--- config.mk ---
export PLATFORM = sky130hd
export DESIGN_NAME = ppvm_vtab
export DESIGN_NICKNAME = d
export VERILOG_FILES = /design/src/sv/ppvm_pkg.sv /design/src/sv/ppvm_vtab.sv
export SDC_FILE = /design/constraint.sdc
export NUM_CORES = 2
export LEC_CHECK = 0
export BUFFER_PORTS_ARGS = -buffer_cell sky130_fd_sc_hd__buf_2
export CAP_MARGIN = 20
export CORE_ASPECT_RATIO = 1.2
export CORE_MARGIN = 2
export CORE_UTILIZATION = 40
export CTS_CLUSTER_SIZE = 25
export DETAILED_ROUTE_END_ITERATION = 16
export PLACE_DENSITY = 0.57
export SYNTH_ARGS = -nofsm -noshare
export SYNTH_HDL_FRONTEND = slang
export SYNTH_SLANG_ARGS = --single-unit
--- constraint.sdc ---
create_clock -name clk_i -period 35 [get_ports clk_i]
set_input_delay 7 -clock clk_i [delete_from_list [all_inputs] [get_ports clk_i]]
set_output_delay 7 -clock clk_i [all_outputs]
set_load 0.01 [all_outputs]
--- src/sv/ppvm_pkg.sv ---
package ppvm_pkg;

  localparam int unsigned RateW  = 17;
  localparam int unsigned DivNW  = 41;
  localparam int unsigned DivDW  = 17;

  typedef enum logic [2:0] {
    OP_WRITE    = 3'd0,
    OP_PLAY     = 3'd1,
    OP_STOP     = 3'd2,
    OP_STOP_ALL = 3'd3,
    OP_MIX      = 3'd4
  } op_e;

  typedef enum logic [1:0] {
    ST_OK        = 2'd0,
    ST_FULL      = 2'd1,
    ST_NOT_FOUND = 2'd2
  } status_e;

  typedef enum logic {
    REG_OUTPUT_RATE = 1'b0,
    REG_STEREO_MODE = 1'b1
  } reg_e;

  typedef enum logic [3:0] {
    S_IDLE,
    S_PLAY_MUL,
    S_PLAY_DIV,
    S_PLAY_WR,
    S_STOP_RD,
    S_STOP_CMP,
    S_SHIFT_RD,
    S_SHIFT_WR,
    S_MIX_RD,
    S_MIX_SRD,
    S_MIX_ACC,
    S_DONE
  } state_e;

  typedef struct packed {
    logic [15:0] base;
    logic [16:0] length;
    logic [32:0] offset;
    logic [31:0] step;
    logic [15:0] gain_l;
    logic [15:0] gain_r;
    logic [15:0] handle;
  } voice_t;

endpackage

--- src/sv/ppvm_vtab.sv ---
module ppvm_vtab
  import ppvm_pkg::*;
#(
  parameter int unsigned Depth = 16,
  parameter int unsigned IdxW  = 4
) (
  input  logic            clk_i,
  input  logic            we_i,
  input  logic [IdxW-1:0] waddr_i,
  input  voice_t          wdata_i,
  input  logic [IdxW-1:0] raddr_i,
  output voice_t          rdata_o
);

  voice_t mem [Depth];
  voice_t rdata_q;

  always_ff @(posedge clk_i) begin
    if (we_i) begin
      mem[waddr_i] <= wdata_i;
    end
    rdata_q <= mem[raddr_i];
  end

  assign rdata_o = rdata_q;

endmodule

Word level (Yosys, flattened, before mapping)
Memories as Yosys holds them, arrays and structs flattened. A register that Yosys moved wholly into a read port is not among the register bits.
Index checks and enable logic that the tools add are counted.
{ "totals": {"ff_bits": 0, "mem_bits_rw": 2336, "input_bits": 156, "output_inout_bits": 146, "word_cells": 3, "memories": 1} }
{ "op_classes": {"mux": 2} }
{ "memory_table": {"columns": ["name", "depth", "word_bits", "rd", "rd_clocked_by_memory_dff", "wr", "line", "text"], "rows": [
  ["mem", 16, 146, 1, 1, 1, "ppvm_vtab.sv:15", "voice_t mem [Depth];"]
]} }
{ "op_table": {"columns": ["op", "count"], "rows": [
  ["$mux 1", 2]
]} }

Depth between registers and ports, before layout
{ "logic_depth": {"word_depth": 2, "mapped_depth": 8} }

Worst setup path before layout
No wires, ideal clock.
{ "synth_path": {"path_kind": "input-to-reg", "start": "input waddr_i[2]", "end": "memory mem[0][0] (netlist bit) (enable)", "setup_ps": 832, "t_arrival_ps": 17360, "t_required_ps": 34168, "path_slack_ps": 16808, "path_stages": 2, "n_path_buf": 0, "path_cell_list": "or3b_2 > nor3_1"} }
{ "synth_lines": {"columns": ["element", "line", "text"], "rows": [
  ["start, declared", "ppvm_vtab.sv:9", "input logic [IdxW-1:0] waddr_i,"],
  ["end, declared", "ppvm_vtab.sv:15", null]
]} }
Straight into the memory's write port.

==> metrics <==
status=complete, no violations; clock-pin slew on the worst setup and hold paths=0.07 ns; synth top area cells=edfxtp_1 (77%), mux4_2 (13%), dfxtp_1 (3.2%), a22oi_1 (2.0%), mux2_2 (1.0%); Post-Syn Area per Cell=23.7 sq um; MaxCap Viol Count=0; CP max FO=65; Post-synth EDFFs=2336; Setup crit end kind=flop; Routed WL per cell=28.8 microns; Synth Register Bits=2482; dpl hpwl=105000 microns; pwr dens=59.7 nW/um^2; ys async rst share=0%; Internal Power=4.88 mW; Synth Net Count=3989; Max Clock Freq=0.0970 GHz; Detailed Route Iter0 Violations=4000; Setup-failing EPs final=0; Tcrit/Tclk final=29.5%; nets@finish=4406; CTS hold repair buffers=0; worst slew pin tran=1.16 ns; Die Y=526 microns; worst-skew pair later-pin latency=0.87 ns; CP max stage delay=0.87 ns; sequential power share=54.1%; Hold EP=rdata_o[114]; leakage power=32.9 nW; Synth Flop Type=edfxtp_1; Logic pwr share=4.7%; cells along the critical path=buf_8 > buf_4 > buf_4 > buf_4 > mux4_2 > a22oi_1 > nand2_1; Post-Route WL=215000 microns; final hold violation count=0; root buffer cell=clkbuf_16; number of core rows=191; worst slack at placement=23.60 ns; most used cell, CP=buf_4; Critical Path AT=11.06 ns; CTS tree=built; Synthesis Warnings=0; Post CTS Setup Buffer Count=0; Final ANT Viol Nets=0; layout cells sized above 1=30.7%; delay-heaviest family, CP=buffers and inverters; htree depth=4; synthesized cell area=90800 sq um; Slew headroom=22.6%; Initial Util=40.2%; Final Skew=0.0584 ns; RSZ-0062 raised after global routing=false; vias per inst=5.52; grt total ovfl=0; antenna violations before repair=67; Final WS setup=24.69 ns; Slew Viols, Final=0; post-cts resize count=0; number of global-route vias before repair=43200; Core Area=226000 sq um; Setup crit start kind=input port; switch share=21.2%; power share of the clock group=41.2%; DRC viols=0; post-synth top area share=77.2%; Req. time, crit path=35.75 ns; worst reg2reg path depth=3; Chip Width=439 microns; Synth area leader=edfxtp_1; overall die area=231000 sq um; DR pass1 iterations=5; HP Class=reg -> reg; Net Switching=1.31 mW; CP bufs+invs=4; first-pass GRT wire length=309000 microns; Num CTS Buffers=235; Hold Path Stages=3; routed vias=41200; Mapped Cells=3833; CTS sink cnt=2482; Top-Level Pins=302; Final min period=10.31 ns; GR Util All Layers=18.6%; CP Class=in -> reg; I/O Buffers=301; setup TNS=0 ns; RR Endpoint=rdata_o[135]; hold_sp=mem[14][114]; reg2reg setup slack=33.50 ns; Placer Congestion=0.701; Area growth, synth to finish=14.1%; Peak supply drop=0.0438 mV; Clock Path Buffers=3; Netlist cell types=26; reg-to-reg startpoint=mem[3][135]; Slowest-stage cell, CP=buf_4; largest net degree at the start of global routing=158; sequential-to-total area share from yosys stat=80.4%
cells by family (layout without fill, tap and decap cells):
logic type | Yosys count | count (layout) | synth area share, %
and+or+nand+nor | 185 | 185 | 0.945
AOI/OAI and AO/OA | 314 | 314 | 2.60
buffers and inverters | 202 | 831 | 1.31
DFF | 2482 | 2482 | 80.4
other | 0 | 14 | 0
muxes | 650 | 650 | 14.7
final cells by class:
| type | count | area [sq um] |
|---|---|---|
| multi-input cells | 1149 | 16700 |
| clock buffers | 326 | 6430 |
| diodes | 14 | 35.0 |
| well taps | 2991 | 3740 |
| repair buffers | 382 | 2320 |
| fillers | 18800 | 122000 |
| clock inverters | 123 | 1340 |
| flip-flops and latches | 2482 | 73100 |
metal layers:
| layer | up-vias | GRT usage (%) | share of wire, % |
|---|---|---|---|
| met5 | - | 0 | 0.14 |
| met4 | 42 | 4.58 | 2.2 |
| met3 | 330 | 3.42 | 5.7 |
| met2 | 1154 | 31.0 | 50 |
| met1 | 22500 | 25.2 | 42 |
| li1 | 17200 | - | - |
power by group through the flow:
stage,Clock (mW),Sequential (mW),Combinational [mW]
after floorplan,0,3.42,0.163
after global placement,0,3.41,0.296
after detailed placement,0,3.41,0.300
after CTS,2.61,3.35,0.300
after global routing,2.72,3.35,0.317
final,2.55,3.35,0.292
registers in the layout, indices dropped and copies added, names as in the netlist:
register / count
mem: 2336
rdata_o: 146
cell usage after synthesis, drive strengths merged, types with 19 or more instances:
master and instances:
mux4 540, nor2b 35, mux2i 29, buf 134, a22oi 241, o21ai 22, mux2 81, dfxtp 146
nand2 104, clkbuf 68, nand2b 19, edfxtp 2336, o221ai 29
layout by cell type, fill, tap and decap left out, types with 15 or more instances in the layout:
master and count:
clkbuf_8 18, mux4_2 540, nor2b_1 30, a22oi_1 241
a221oi_1 15, bufinv_16 21, o21ai_0 20, mux2i_1 29
buf_4 68, nand2_1 104, dfxtp_1 146, clkbuf_16 237
mux2_2 81, clkbuf_1 72, edfxtp_1 2336, nand2b_1 18
clkinv_2 37, clkinv_1 36, o221ai_1 29, buf_2 297
worst max-delay path by stage:
stage	from	to	slack, ns	cells after the start
after floorplan	waddr_i[2]	mem[0][0]	16.81	2
after global placement	raddr_i[0]	rdata_o[81]	23.63	7
after detailed placement	raddr_i[0]	rdata_o[61]	23.60	7
after CTS	raddr_i[0]	rdata_o[61]	24.56	7
after global routing	raddr_i[0]	rdata_o[61]	24.23	7
final	raddr_i[0]	rdata_o[61]	24.69	7
worst reg2reg max path, delay by kind of cell, from the launching register on:
family | cells | cell delay, ns
muxes | 1 | 0.49
DFF | 1 | 0.36
and+or+nand+nor | 1 | 0.25
AOI/OAI and AO/OA | 1 | 0.23
per-stage QoR:
stage | power, mW | area, sq um | hold WS, ns | cells | util, %
global placement | 3.71 | 95900 | 0.648 | 7003 | 42.4
global route | 6.39 | 104000 | 0.682 | 7454 | 45.9
floorplan | 3.58 | 90800 | 0.635 | 3833 | -
detailed placement | 3.71 | 95900 | 0.650 | 7003 | 42.4
finish | 6.19 | 104000 | 0.644 | 7467 | 45.9
CTS | 6.26 | 104000 | 0.638 | 7452 | 45.9
Power figures use the tool's default switching activity.
