## config.mk

```make
export PLATFORM = sky130hd
export DESIGN_NAME = ppvm_div
export DESIGN_NICKNAME = d
export VERILOG_FILES = /design/src/sv/ppvm_pkg.sv /design/src/sv/ppvm_div.sv
export SDC_FILE = /design/constraint.sdc
export NUM_CORES = 1
export LEC_CHECK = 0
export ABC_CLOCK_PERIOD_IN_PS = 2250
export CORE_AREA = 2 2 137 139
export DETAILED_ROUTE_END_ITERATION = 16
export DIE_AREA = 0 0 139 141
export DONT_BUFFER_PORTS = 1
export GPL_ROUTABILITY_DRIVEN = 0
export PLACE_DENSITY = 0.49
export SETUP_SLACK_MARGIN = 0.05
export SLEW_MARGIN = 10
export SYNTH_ARGS = -nofsm -noshare
export SYNTH_HDL_FRONTEND = slang
export SYNTH_SLANG_ARGS = --single-unit
```

## constraint.sdc

```tcl
create_clock -name clk_i -period 2.25 [get_ports clk_i]
set_input_delay 0.3375 -clock clk_i [delete_from_list [all_inputs] [get_ports clk_i]]
set_output_delay 0.3375 -clock clk_i [all_outputs]
set_load 0.005 [all_outputs]
```

## src/sv/ppvm_pkg.sv

```systemverilog
package ppvm_pkg;

  localparam int unsigned RateW  = 17;
  localparam int unsigned DivNW  = 41;
  localparam int unsigned DivDW  = 17;

  typedef enum logic [2:0] {
    OP_WRITE    = 3'd0,
    OP_PLAY     = 3'd1,
    OP_STOP     = 3'd2,
    OP_STOP_ALL = 3'd3,
    OP_MIX      = 3'd4
  } op_e;

  typedef enum logic [1:0] {
    ST_OK        = 2'd0,
    ST_FULL      = 2'd1,
    ST_NOT_FOUND = 2'd2
  } status_e;

  typedef enum logic {
    REG_OUTPUT_RATE = 1'b0,
    REG_STEREO_MODE = 1'b1
  } reg_e;

  typedef enum logic [3:0] {
    S_IDLE,
    S_PLAY_MUL,
    S_PLAY_DIV,
    S_PLAY_WR,
    S_STOP_RD,
    S_STOP_CMP,
    S_SHIFT_RD,
    S_SHIFT_WR,
    S_MIX_RD,
    S_MIX_SRD,
    S_MIX_ACC,
    S_DONE
  } state_e;

  typedef struct packed {
    logic [15:0] base;
    logic [16:0] length;
    logic [32:0] offset;
    logic [31:0] step;
    logic [15:0] gain_l;
    logic [15:0] gain_r;
    logic [15:0] handle;
  } voice_t;

endpackage

```

## src/sv/ppvm_div.sv

```systemverilog
module ppvm_div
  import ppvm_pkg::*;
(
  input  logic             clk_i,
  input  logic             rst_ni,
  input  logic             start_i,
  input  logic [DivNW-1:0] num_i,
  input  logic [DivDW-1:0] den_i,
  output logic             done_o,
  output logic [DivNW-1:0] quo_o
);

  localparam int unsigned CntW = $clog2(DivNW + 1);

  logic [DivNW-1:0] quo_q, quo_d;
  logic [DivDW-1:0] den_q, den_d;
  logic [DivDW:0]   rem_q, rem_d;
  logic [CntW-1:0]  cnt_q, cnt_d;
  logic             busy_q, busy_d;
  logic             done_q, done_d;
  logic [DivDW+1:0] trial;

  always_comb begin
    quo_d  = quo_q;
    den_d  = den_q;
    rem_d  = rem_q;
    cnt_d  = cnt_q;
    busy_d = busy_q;
    done_d = 1'b0;
    trial  = {rem_q, quo_q[DivNW-1]} - {2'b00, den_q};
    if (start_i) begin
      quo_d  = num_i;
      den_d  = den_i;
      rem_d  = '0;
      cnt_d  = CntW'(DivNW);
      busy_d = 1'b1;
    end else if (busy_q) begin
      if (!trial[DivDW+1]) begin
        rem_d = trial[DivDW:0];
        quo_d = {quo_q[DivNW-2:0], 1'b1};
      end else begin
        rem_d = {rem_q[DivDW-1:0], quo_q[DivNW-1]};
        quo_d = {quo_q[DivNW-2:0], 1'b0};
      end
      cnt_d = cnt_q - 1'b1;
      if (cnt_q == CntW'(1)) begin
        busy_d = 1'b0;
        done_d = 1'b1;
      end
    end
  end

  always_ff @(posedge clk_i or negedge rst_ni) begin
    if (!rst_ni) begin
      busy_q <= 1'b0;
      done_q <= 1'b0;
      cnt_q  <= '0;
    end else begin
      busy_q <= busy_d;
      done_q <= done_d;
      cnt_q  <= cnt_d;
    end
  end

  always_ff @(posedge clk_i) begin
    quo_q <= quo_d;
    den_q <= den_d;
    rem_q <= rem_d;
  end

  assign done_o = done_q;
  assign quo_o  = quo_q;

endmodule

```

* Word-level counts from Yosys, hierarchy flattened *
Cells that the tools add are included.

operators by class
  $lt $le $gt $ge = 0
  muxes and demuxes = 12
  divide/modulo/power cells = 0
  add/sub/neg operators = 2
  shift operators = 0
  reductions and logical operators = 1
  equal/unequal tests = 1
  bitwise gates (word level) = 0
  $mul = 0

operators by type and width
  kind                                                 count
  2-to-1 mux 41 bit                                    2
  subtractor 19 x 17 -> 19 bit                         1
  2-to-1 mux 18 bit                                    1
  2-to-1 mux 6 bit                                     2
  2-to-1 mux 1 bit                                     7
  equality test 6 x 1 -> 1 bit, second input constant  1
  subtractor 6 x 1 -> 6 bit, second input constant     1
  nonzero test 2 bit                                   1

word-level totals
  input bits = 61
  logic and storage cells = 22
  memories kept = 0
  bits in read-only memories = 0
  RAM bits = 0
  bits in registers = 84
  latch bits = 0

* Logic depth before layout (Yosys ltp) *
Gate-level depths: netlist of run 1.

  word-level depth = 4
  gate-level depth with buffers = 11

* Worst setup path after synthesis of run 1 *
No wires, ideal clock.

  path kind = reg2reg
  start = register quo_q[40], in the netlist quo_o[40]
  end = register rem_q[17]
  period minus slack after synthesis = 2.473 ns
  data arrival time = 2.354 ns
  path buffers = 1
  setup slack = -0.223 ns
  cell stages (with the launch flop) = 12
  required time = 2.130 ns
  library setup time = 0.120 ns
  cell sequence = edfxtp_1 -> inv_1 -> ha_1 -> fa_1 -> nand2b_1 -> a21oi_1 -> o211a_1 -> o311ai_4 -> nor2_4 -> buf_4 -> nor2_1 -> a211o_1

on the way
  cells in the longest elaborated chain, start to end = 2

ends and longest elaborated chain
  what                          line            RTL
  start, declared               ppvm_div.sv:15  logic [DivNW-1:0] quo_q, quo_d;
  start signal, assigned        ppvm_div.sv:66  quo_q <= quo_d;
  subtractor 19 x 17 -> 19 bit  ppvm_div.sv:30  trial = {rem_q, quo_q[DivNW-1]} - {2'b00, den_q};
  2-to-1 mux 18 bit             ppvm_div.sv:38  if (!trial[DivDW+1]) begin
  end signal, assigned          ppvm_div.sv:68  rem_q <= rem_d;
  end, declared                 ppvm_div.sv:17  logic [DivDW:0] rem_q, rem_d;

No other way between the ends.
A chain may end at the register's enable or synchronous reset.

* Final worst setup path of run 1 *
  start = register den_q[0]
  end = register rem_q[6]

on the way
  cells in the longest elaborated chain, start to end = 2

ends and longest elaborated chain
  what                          line            RTL
  start, declared               ppvm_div.sv:16  logic [DivDW-1:0] den_q, den_d;
  start signal, assigned        ppvm_div.sv:67  den_q <= den_d;
  subtractor 19 x 17 -> 19 bit  ppvm_div.sv:30
  2-to-1 mux 18 bit             ppvm_div.sv:38

No other way between the ends.

==> results of run 1 <==
==> per-layer routing <==
metal,routed length [microns],share of wire,global-route usage,up-vias
met3,927,0.082,0.05876,8
met2,5496,0.49,0.2012,104
met1,4741,0.42,0.1311,1467
li1,-,-,-,1497
met4,119,0.011,0.03243,2
met5,16,0.0014,0,-
==> cell type report <==
| class | instances | area, sq um | area share |
|---|---|---|---|
| antenna | 2 | 5.005 | 0.0008830 |
| clock buffer | 10 | 229.0 | 0.04040 |
| clock inverter | 6 | 55.05 | 0.009713 |
| inverter | 26 | 97.59 | 0.01722 |
| multi-input combinational | 250 | 2157 | 0.3806 |
| sequential | 84 | 2302 | 0.4062 |
| tap | 234 | 292.8 | 0.05166 |
| timing repair buffer | 67 | 529.3 | 0.09338 |
==> worst max-delay path by stage <==
stage,slack [ns],cells past startpoint,from,endpoint
finish,-0.15,10,den_q[0],rem_q[6]
global route,-0.25,10,den_q[0],rem_q[7]
CTS,-0.16,11,quo_o[40],rem_q[9]
detailed placement,-0.25,9,quo_o[40],quo_o[0]
global placement,-0.29,9,quo_o[40],quo_o[0]
floorplan,-0.04,11,quo_o[40],rem_q[1]
==> state kept, by name, indices dropped and copies added (netlist names) <==
| name | cells |
|---|---|
| done_o | 1 |
| quo_o | 41 |
| busy_q | 1 |
| rem_q | 18 |
| cnt_q | 6 |
| den_q | 17 |
==> repair_timing <==
item | CTS | global route
buffers inserted | 3 | 4
endpoints found under the hold margin | 8 | 0
cloned | 0 | 0
pin swaps | 4 | 11
resized for setup | 6 | 27
hold buffers | 1 | 0
setup endpoints to repair | 19 | 19
==> layout by cell type (no fill, tap or decap), drive strengths merged, types with 2 or more instances in the layout <==
master	n
a211o	2
a211oi	12
a21o	6
a21oi	16
a22o	2
a31o	2
and2	2
buf	66
clkbuf	10
clkinv	2
dfrtp	8
dfxtp	18
diode	2
edfxtp	58
ha	19
inv	30
mux2	40
mux2i	14
nand2	27
nand2b	6
nand3	3
nand4	2
nor2	27
nor2b	2
nor3	5
nor4b	2
o211a	2
o211ai	2
o21a	5
o21ai	17
o21bai	2
o31ai	2
xnor2	12
xor2	7
==> per-stage QoR <==
step / util / hold slack (ns) / power, W / instances / TNS, ns
2_1_floorplan: - / 0.04191 / 0.002169 / 375 / -0.2119
5_1_grt: 0.3100 / 0.04713 / 0.003953 / 677 / -3.892
3_3_place_gp: 0.2814 / 0.04223 / 0.002315 / 653 / -2.071
3_5_place_dp: 0.2814 / 0.04225 / 0.002318 / 653 / -3.100
4_1_cts: 0.3008 / 0.04690 / 0.003813 / 673 / -2.073
6_report: 0.3103 / 0.08084 / 0.003762 / 679 / -1.731
==> synth_stat cells (all sizes together) (2+ instances only) <==
| cell type | number | area (sq um) |
|---|---|---|
| mux2i | 14 | 140.1 |
| o211a | 2 | 20.02 |
| dfxtp | 18 | 360.4 |
| buf | 8 | 51.30 |
| nand2 | 27 | 103.9 |
| o31ai | 2 | 15.01 |
| a22o | 2 | 17.52 |
| o21bai | 2 | 15.01 |
| nor2 | 27 | 108.9 |
| nand4 | 2 | 12.51 |
| edfxtp | 58 | 1742 |
| inv | 26 | 97.59 |
| a211o | 2 | 17.52 |
| nor2b | 2 | 12.51 |
| xor2 | 7 | 61.31 |
| o21ai | 17 | 85.08 |
| xnor2 | 12 | 105.1 |
| nand2b | 6 | 37.54 |
| nor3 | 5 | 41.29 |
| a211oi | 12 | 90.09 |
| ha | 19 | 237.7 |
| o211ai | 2 | 15.01 |
| o21a | 5 | 37.54 |
| and2 | 2 | 12.51 |
| nor4b | 2 | 17.52 |
| nand3 | 3 | 20.02 |
| mux2 | 40 | 450.4 |
| a21oi | 16 | 102.6 |
| dfrtp | 8 | 200.2 |
| a31o | 2 | 17.52 |
| a21o | 6 | 45.04 |
| clkbuf | 7 | 26.28 |
==> where the power goes <==
group | switching (W) | total (W) | internal (W)
logic | 0.000199 | 0.000440 | 0.000241
registers | 0.0000980 | 0.00189 | 0.00179
clock network | 0.000660 | 0.00143 | 0.000772
total | 0.000957 | 0.00376 | 0.00281
==> cells by family (layout without fill, tap and decap cells) <==
family,Yosys count,count (layout),synth area share
other,0,2,0
adder cells (fa/ha/maj),20,20,0.05787
XOR/XNOR,19,19,0.03736
multiplexers,54,54,0.1326
AO/OA/AOI/OAI,77,77,0.1267
buffers and inverters,41,109,0.03933
flip-flops,84,84,0.5169
AND/OR/NAND/NOR,80,80,0.08933
==> results.cfg, run 1 <==
[logic_synthesis]
syn_nets = 456
synth-seq-cells = 84
synth_area_per_cell_sq_um = 11.88
synthArstFlopShare = 0.09524
synth_edf_count = 58
synth.distinct_cells = 56
syn_area_sq_mm = 0.004454
synth-seq-area-share = 0.5169
syn_inst = 375
yosysWarnings = 0
synthFlopType = edfxtp_1

[pwr]
power_per_cell_area_mw_per_mm2 = 663.8
leakage_nw = 2.254
ir_drop_uv = 480.8

[critical_path]
rr_worst_depth = 10
crit_family = adder cells
crit_slowest_cell = edfxtp_1
setup.worst_path.class = flip-flop to flip-flop
critical-path-max-stage-delay_ns = 0.42
cp-start-kind = flip-flop
r2r_slack_ns = -0.15
critPathRequiredTime_ns = 2.48
critPathCaptureType = flip-flop
path_buf_inv = 1
arrival_ns = 2.63
r2r-end = rem_q[6]
crit_chain = ha_4, fa_2, nand2b_4, a21oi_4, o211a_4, o311ai_4, nor2_4, buf_6, mux2i_2, a211oi_2
reg2reg_from = den_q[0]
cp_max_fo = 6

[die]
pin_count = 103
rows = 50
dieArea_sq_mm = 0.01960
dieHeight_microns = 141
die_x_microns = 139
initial_core_util = 0.2438
core_area_sq_mm = 0.01827

[global_route]
first_global_vias = 3449
antenna_found_initial = 3
grt.total_usage = 0.1180
grt_max_degree = 77
grt_first_pass_wirelength_microns = 17970
grt_overflow = 0

[hold_path]
min_path_type = input pin to flip-flop
min_to = rem_q[12]
min_path_cells = 1
hold_path.startpoint = start_i

[detailed_routing]
vias_per_cell = 4.533
dr.pass1.iters = 4
drtIter0Drc = 122
detail-route-antenna-nets = 0
drc = 0
post_drt_wl_per_cell_microns = 16.64
vias = 3078
routed_wl_microns = 11300

[clock_network]
numCtsBuffers = 9
cts_tree = done
htreeDepth = 3
cts_root_buf = clkbuf_16
clkTransAtPathRegs_ns = 0.07
cts.sinks = 84
cts_buffer_depth = 2
worstSkewPairLatency_ns = 0.35

[timing]
rsz0062_at_grt = true
skew_ns = 0.005838
finalCriticalPeriod_ns = 2.397
fmax_ghz = 0.4172
slew_violations = 0
relSlewSlack = 0.6695
setup_ws_ns = -0.1469
hold_violations = 0
worstMarginPinSlew_ns = 0.4947
fin_crit_sh = 1.065
setup_viol = 18

[outcome]
run_status = finished, violations left
violations = negative setup slack

[cells_and_area]
layout-drive-gt1-share = 0.3499
syn2layout_area_growth_pct = 27.25
nets = 519
n_fill_cell = 1936
postLayoutCellArea_sq_mm = 0.005668

[flow_run]
cap_violations = 0

[place]
pre_cts_ws_ns = -0.2547
io_buffers = 0
placed_area_sq_mm = 0.005141
hpwl_microns = 8151
Power figures use the tool's default switching activity.
==> run 2: changes to the inputs <==
- ABC_AREA: not set -> 1
- CORE_AREA: 2 2 137 139 -> 2 2 141 143
- DIE_AREA: 0 0 139 141 -> 0 0 143 145
==> results.cfg, run 2 <==
[global_route]
antenna_found_initial = 1
grt_first_pass_wirelength_microns = 19590
grt_overflow = 0
first_global_vias = 3723
grt.total_usage = 0.1207
grt_max_degree = 67

[logic_synthesis]
synthFlopType = edfxtp_1
synthTopCellsByArea = edfxtp_1 (37%), nand2_1 (20%), dfxtp_1 (7.7%), inv_1 (6.5%), ha_1 (5.0%)
syn_nets = 678
syn_inst = 597
synth_edf_count = 58
syn_area_sq_mm = 0.004710
synth_area_per_cell_sq_um = 7.889
yosysTopAreaCellShare = 0.3698
yosysTopAreaCell = edfxtp_1
synth-seq-area-share = 0.4888
synth.distinct_cells = 30
synthArstFlopShare = 0.09524
synth-seq-cells = 84
synth_most_common_cell = nand2_1
synth_common_cells = nand2_1 (254), inv_1 (81), edfxtp_1 (58)
yosysWarnings = 0

[clock_network]
worstSkewPairLatency_ns = 0.34
numCtsBuffers = 9
cts_buffer_depth = 2
clkTransAtPathRegs_ns = 0.07
cts_root_buf = clkbuf_16
cts.sinks = 84
cts_tree = done
htreeDepth = 3

[hold_path]
min_to = den_q[7]
hold_path.startpoint = den_i[7]
min_path_cells = 0
min_path_type = input pin to flip-flop

[die]
initial_core_util = 0.2452
core_area_sq_mm = 0.01921
rows = 51
dieArea_sq_mm = 0.02074
dieHeight_microns = 145
pin_count = 103
die_x_microns = 143

[cells_and_area]
n_fill_cell = 2097
syn2layout_area_growth_pct = 17.48
nets = 695
layout-drive-gt1-share = 0.1244
layout_common_cells = nand2_1 (252), inv_1 (79), edfxtp_1 (58), nand3_1 (33), nor2_1 (27)
multi_input_area_sq_mm = 0.002193
final_common_cell = nand2_1
diodes = 0
largest_reg_flops = 41
ff_latch_area_sq_mm = 0.002302

[pwr]
ir_drop_uv = 379.4
power_per_cell_area_mw_per_mm2 = 1135
leakage_nw = 2.659
total_power_w = 0.006277

[timing]
holdWs_ns = 0.08922
fin_crit_sh = 0.9346
rsz0062_at_grt = false
hold_violations = 0
slew_violations = 0
setup_viol = 0
skew_ns = 0.004888
finalCriticalPeriod_ns = 2.103
worstMarginPinSlew_ns = 0.5523
relSlewSlack = 0.6318
fmax_ghz = 0.4755
tns_ns = 0

[detailed_routing]
drtIter0Drc = 155
detail-route-antenna-nets = 0
routed_wl_microns = 12500
post_drt_wl_per_cell_microns = 14.14
vias_per_cell = 4.245
vias = 3753
drc = 0
dr.pass1.iters = 4

[critical_path]
setup.worst_path.class = flip-flop to flip-flop
r2r-end = rem_q[4]
reg2reg_from = quo_o[40]
rr_worst_depth = 13
critPathCaptureType = flip-flop
arrival_ns = 2.34
critPathRequiredTime_ns = 2.49
cp-start-kind = flip-flop
cp_max_fo = 8
r2r_slack_ns = 0.15

[outcome]
run_status = complete, no violations

[place]
hpwl_microns = 8575
io_buffers = 0

[flow_run]
cap_violations = 0
-- run 2: cell types whose count changed after synthesis, moves of 8 or more --
cell and change:
nand2_1 +228, inv_1 +55, mux2_2 -35, nand3_1 +34, nand2_2 +17, mux2i_1 -14
a211oi_1 -12, o21ai_1 -10, xnor2_1 -8
-- run 2: logic make-up after synthesis --
family | Yosys count | share of synthesized area
AND/OR/NAND/NOR | 357 | 0.3207
buffers and inverters | 96 | 0.08262
flip-flops | 84 | 0.4888
AO/OA/AOI/OAI | 30 | 0.03454
adder cells (fa/ha/maj) | 20 | 0.05473
XOR/XNOR | 10 | 0.01860
-- run 2: per-stage QoR --
step	util	worst slack [ns]	cells	cell area, sq um
final	0.2881	0.1471	884	5533
after global routing	0.2881	0.01810	884	5533
after CTS	0.2774	0.05013	876	5328
after detailed placement	0.2623	0.05471	859	5039
after floorplan	-	0.2144	597	4710
after global placement	0.2623	0.1357	859	5039
-- run 2: per-layer routing --
metal,vias up,part of all wire,global-route usage
met2,109,0.47,0.1895
li1,1917,-,-
met3,7,0.073,0.04587
met4,2,0.0083,0.03812
met1,1718,0.45,0.1525
met5,-,0.0010,0
-- run 2: repair_timing --
item                       in CTS  in global routing
hold endpoints to repair        8                  0
buffers inserted                0                  4
resized for setup               0                 27
hold buffers                    1                  0
setup endpoints to repair       0                 19
-- run 2: final cells by class --
class / count / area share
sequential: 84 / 0.4161
clock inverter: 6 / 0.009046
inverter: 83 / 0.05631
timing repair buffer: 15 / 0.02080
multi-input combinational: 421 / 0.3964
clock buffer: 10 / 0.04138
tap: 265 / 0.05993
-- run 2: worst max-delay path by stage --
| stage | start | to | slack, ns | depth (start not counted) |
|---|---|---|---|---|
| floorplan | quo_o[40] | quo_o[0] | 0.21 | 12 |
| global placement | den_q[15] | quo_o[0] | 0.14 | 8 |
| detailed placement | quo_o[40] | quo_o[0] | 0.05 | 11 |
| CTS | quo_o[40] | rem_q[5] | 0.05 | 13 |
| global route | den_q[2] | rem_q[10] | 0.02 | 13 |
| finish | quo_o[40] | rem_q[4] | 0.15 | 13 |
-- run 2: power by group --
group,internal (W),switching (W),leakage [nW]
Clock,0.000760,0.000648,0.135
Sequential,0.00192,0.000213,0.860
Combinational,0.000980,0.00176,1.66
Total,0.00366,0.00262,2.66
-- run 2: critical path, cell delays in order (launching register included) --
cell      delay (ns)
edfxtp_1        0.36
inv_1           0.07
ha_2            0.20
fa_2            0.39
inv_2           0.08
nand3_2         0.09
nand3_4         0.11
nand2_4         0.09
nand2_4         0.14
nand2_4         0.10
nand2_4         0.17
nand2_1         0.07
nand3_1         0.08
nand2_1         0.05
==> run 3: changes to the inputs <==
- CELL_PAD_IN_SITES_DETAIL_PLACEMENT: not set -> 1
- CELL_PAD_IN_SITES_GLOBAL_PLACEMENT: not set -> 1
- PLACE_DENSITY: 0.49 -> 0.59
==> results.cfg, run 3 (same netlist as run 2, synthesis figures left out) <==
[pwr]
ir_drop_uv = 434.0
leakage_nw = 2.670
total_power_w = 0.006571
power_per_cell_area_mw_per_mm2 = 1176

[clock_network]
cts_root_buf = clkbuf_16
cts_buffer_depth = 2
clkTransAtPathRegs_ns = 0.07
numCtsBuffers = 9
htreeDepth = 3
worstSkewPairLatency_ns = 0.35
cts.sinks = 84
cts_tree = done

[global_route]
first_global_vias = 4170
grt_first_pass_wirelength_microns = 21240
grt.total_usage = 0.1303
antenna_found_initial = 1
grt_overflow = 0
grt_max_degree = 67

[die]
initial_core_util = 0.2452
pin_count = 103
die_x_microns = 143
dieArea_sq_mm = 0.02074
dieHeight_microns = 145
core_area_sq_mm = 0.01921
rows = 51

[detailed_routing]
detail-route-antenna-nets = 0
vias_per_cell = 4.354
post_drt_wl_per_cell_microns = 15.55
vias = 3836
drtIter0Drc = 182
dr.pass1.iters = 4
routed_wl_microns = 13700
drc = 0

[cells_and_area]
layout-drive-gt1-share = 0.1266
final_util = 0.2909
syn2layout_area_growth_pct = 18.62
multi_input_area_sq_mm = 0.002230
final_common_cell = nand2_1
layout_common_cells = nand2_1 (252), inv_1 (80), edfxtp_1 (58), nand3_1 (33), nor2_1 (27)
largest_reg_flops = 41
nets = 692
diodes = 0
n_fill_cell = 2317
ff_latch_area_sq_mm = 0.002302

[timing]
tns_ns = 0
setup_viol = 0
skew_ns = 0.009380
relSlewSlack = 0.6449
fmax_ghz = 0.4672
setup_ws_ns = 0.1097
hold_violations = 0
worstMarginPinSlew_ns = 0.5326
slew_violations = 0
fin_crit_sh = 0.9512
finalCriticalPeriod_ns = 2.140

[critical_path]
critPathRequiredTime_ns = 2.35
cp_max_fo = 5
crit_chain = inv_1, ha_2, nand2_2, nand2_1, nand2_1, nand2_2, nand2_1, nand3_2, nand2_4, nand3_4, nand2_8, o21ai_1
critical-path-max-stage-delay_ns = 0.37
crit_family = simple AND/OR/NAND/NOR gates
arrival_ns = 2.24
cpMostUsedCell = nand2_1
path_buf_inv = 1
critPathCaptureType = flip-flop
setup.worst_path.class = flip-flop to flip-flop
cp-start-kind = flip-flop
crit_slowest_cell = edfxtp_1

[hold_path]
min_path_type = input pin to flip-flop

[place]
hpwl_microns = 9505
pre_cts_ws_ns = 0.05313
io_buffers = 0

[outcome]
run_status = complete, no violations

[flow_run]
cap_violations = 0
==> run 3: final cells by class <==
cell class / count / area share
Clock buffer: 9 / 0.04031
Clock inverter: 7 / 0.01456
Inverter: 83 / 0.05577
Multi-Input combinational cell: 421 / 0.3991
Sequential cell: 84 / 0.4121
Tap cell: 265 / 0.05935
Timing Repair Buffer: 12 / 0.01881
==> run 3: through the flow <==
step                      instances  instance area [sq um]  hold WS (ns)
after detailed placement        858                   5031       0.04203
after CTS                       875                   5356       0.05956
final                           881                   5587       0.08243
after floorplan                 597                   4710       0.04191
after global routing            881                   5587       0.06292
after global placement          858                   5031       0.04210
==> run 3: timing repair <==
item	in CTS	in global routing
hold endpoints to repair	8	0
hold buffers	1	0
endpoints found under the setup margin	6	19
setup buffers	0	2
cloned	0	4
gates resized for setup	1	31
pin swaps	0	9
==> run 3: worst paths after layout <==
kind	startpoint	end	slack [ns]	depth (start not counted)
setup / recovery	den_q[3]	quo_o[0]	0.11	12
hold / removal	den_i[8]	den_q[8]	0.08	0
setup reg to reg	den_q[3]	quo_o[0]	0.11	12
hold reg to reg	rem_q[14]	rem_q[14]	0.48	2
max in group asynchronous	rst_ni	cnt_q[0]	1.64	1
min in group asynchronous	rst_ni	cnt_q[3]	0.34	1
==> run 3: metal layers <==
layer,GRT usage,share of wire
met1,0.1519,0.42
met2,0.2134,0.48
met3,0.06073,0.085
met4,0.03663,0.016
met5,0,0.0012
==> run 3: power by group <==
group	switching [W]	leakage [nW]	internal (W)	total [W]
combinational	0.00186	1.66	0.00102	0.00287
clock	0.000680	0.153	0.000881	0.00156
sequential	0.000216	0.860	0.00192	0.00214
total	0.00275	2.67	0.00382	0.00657
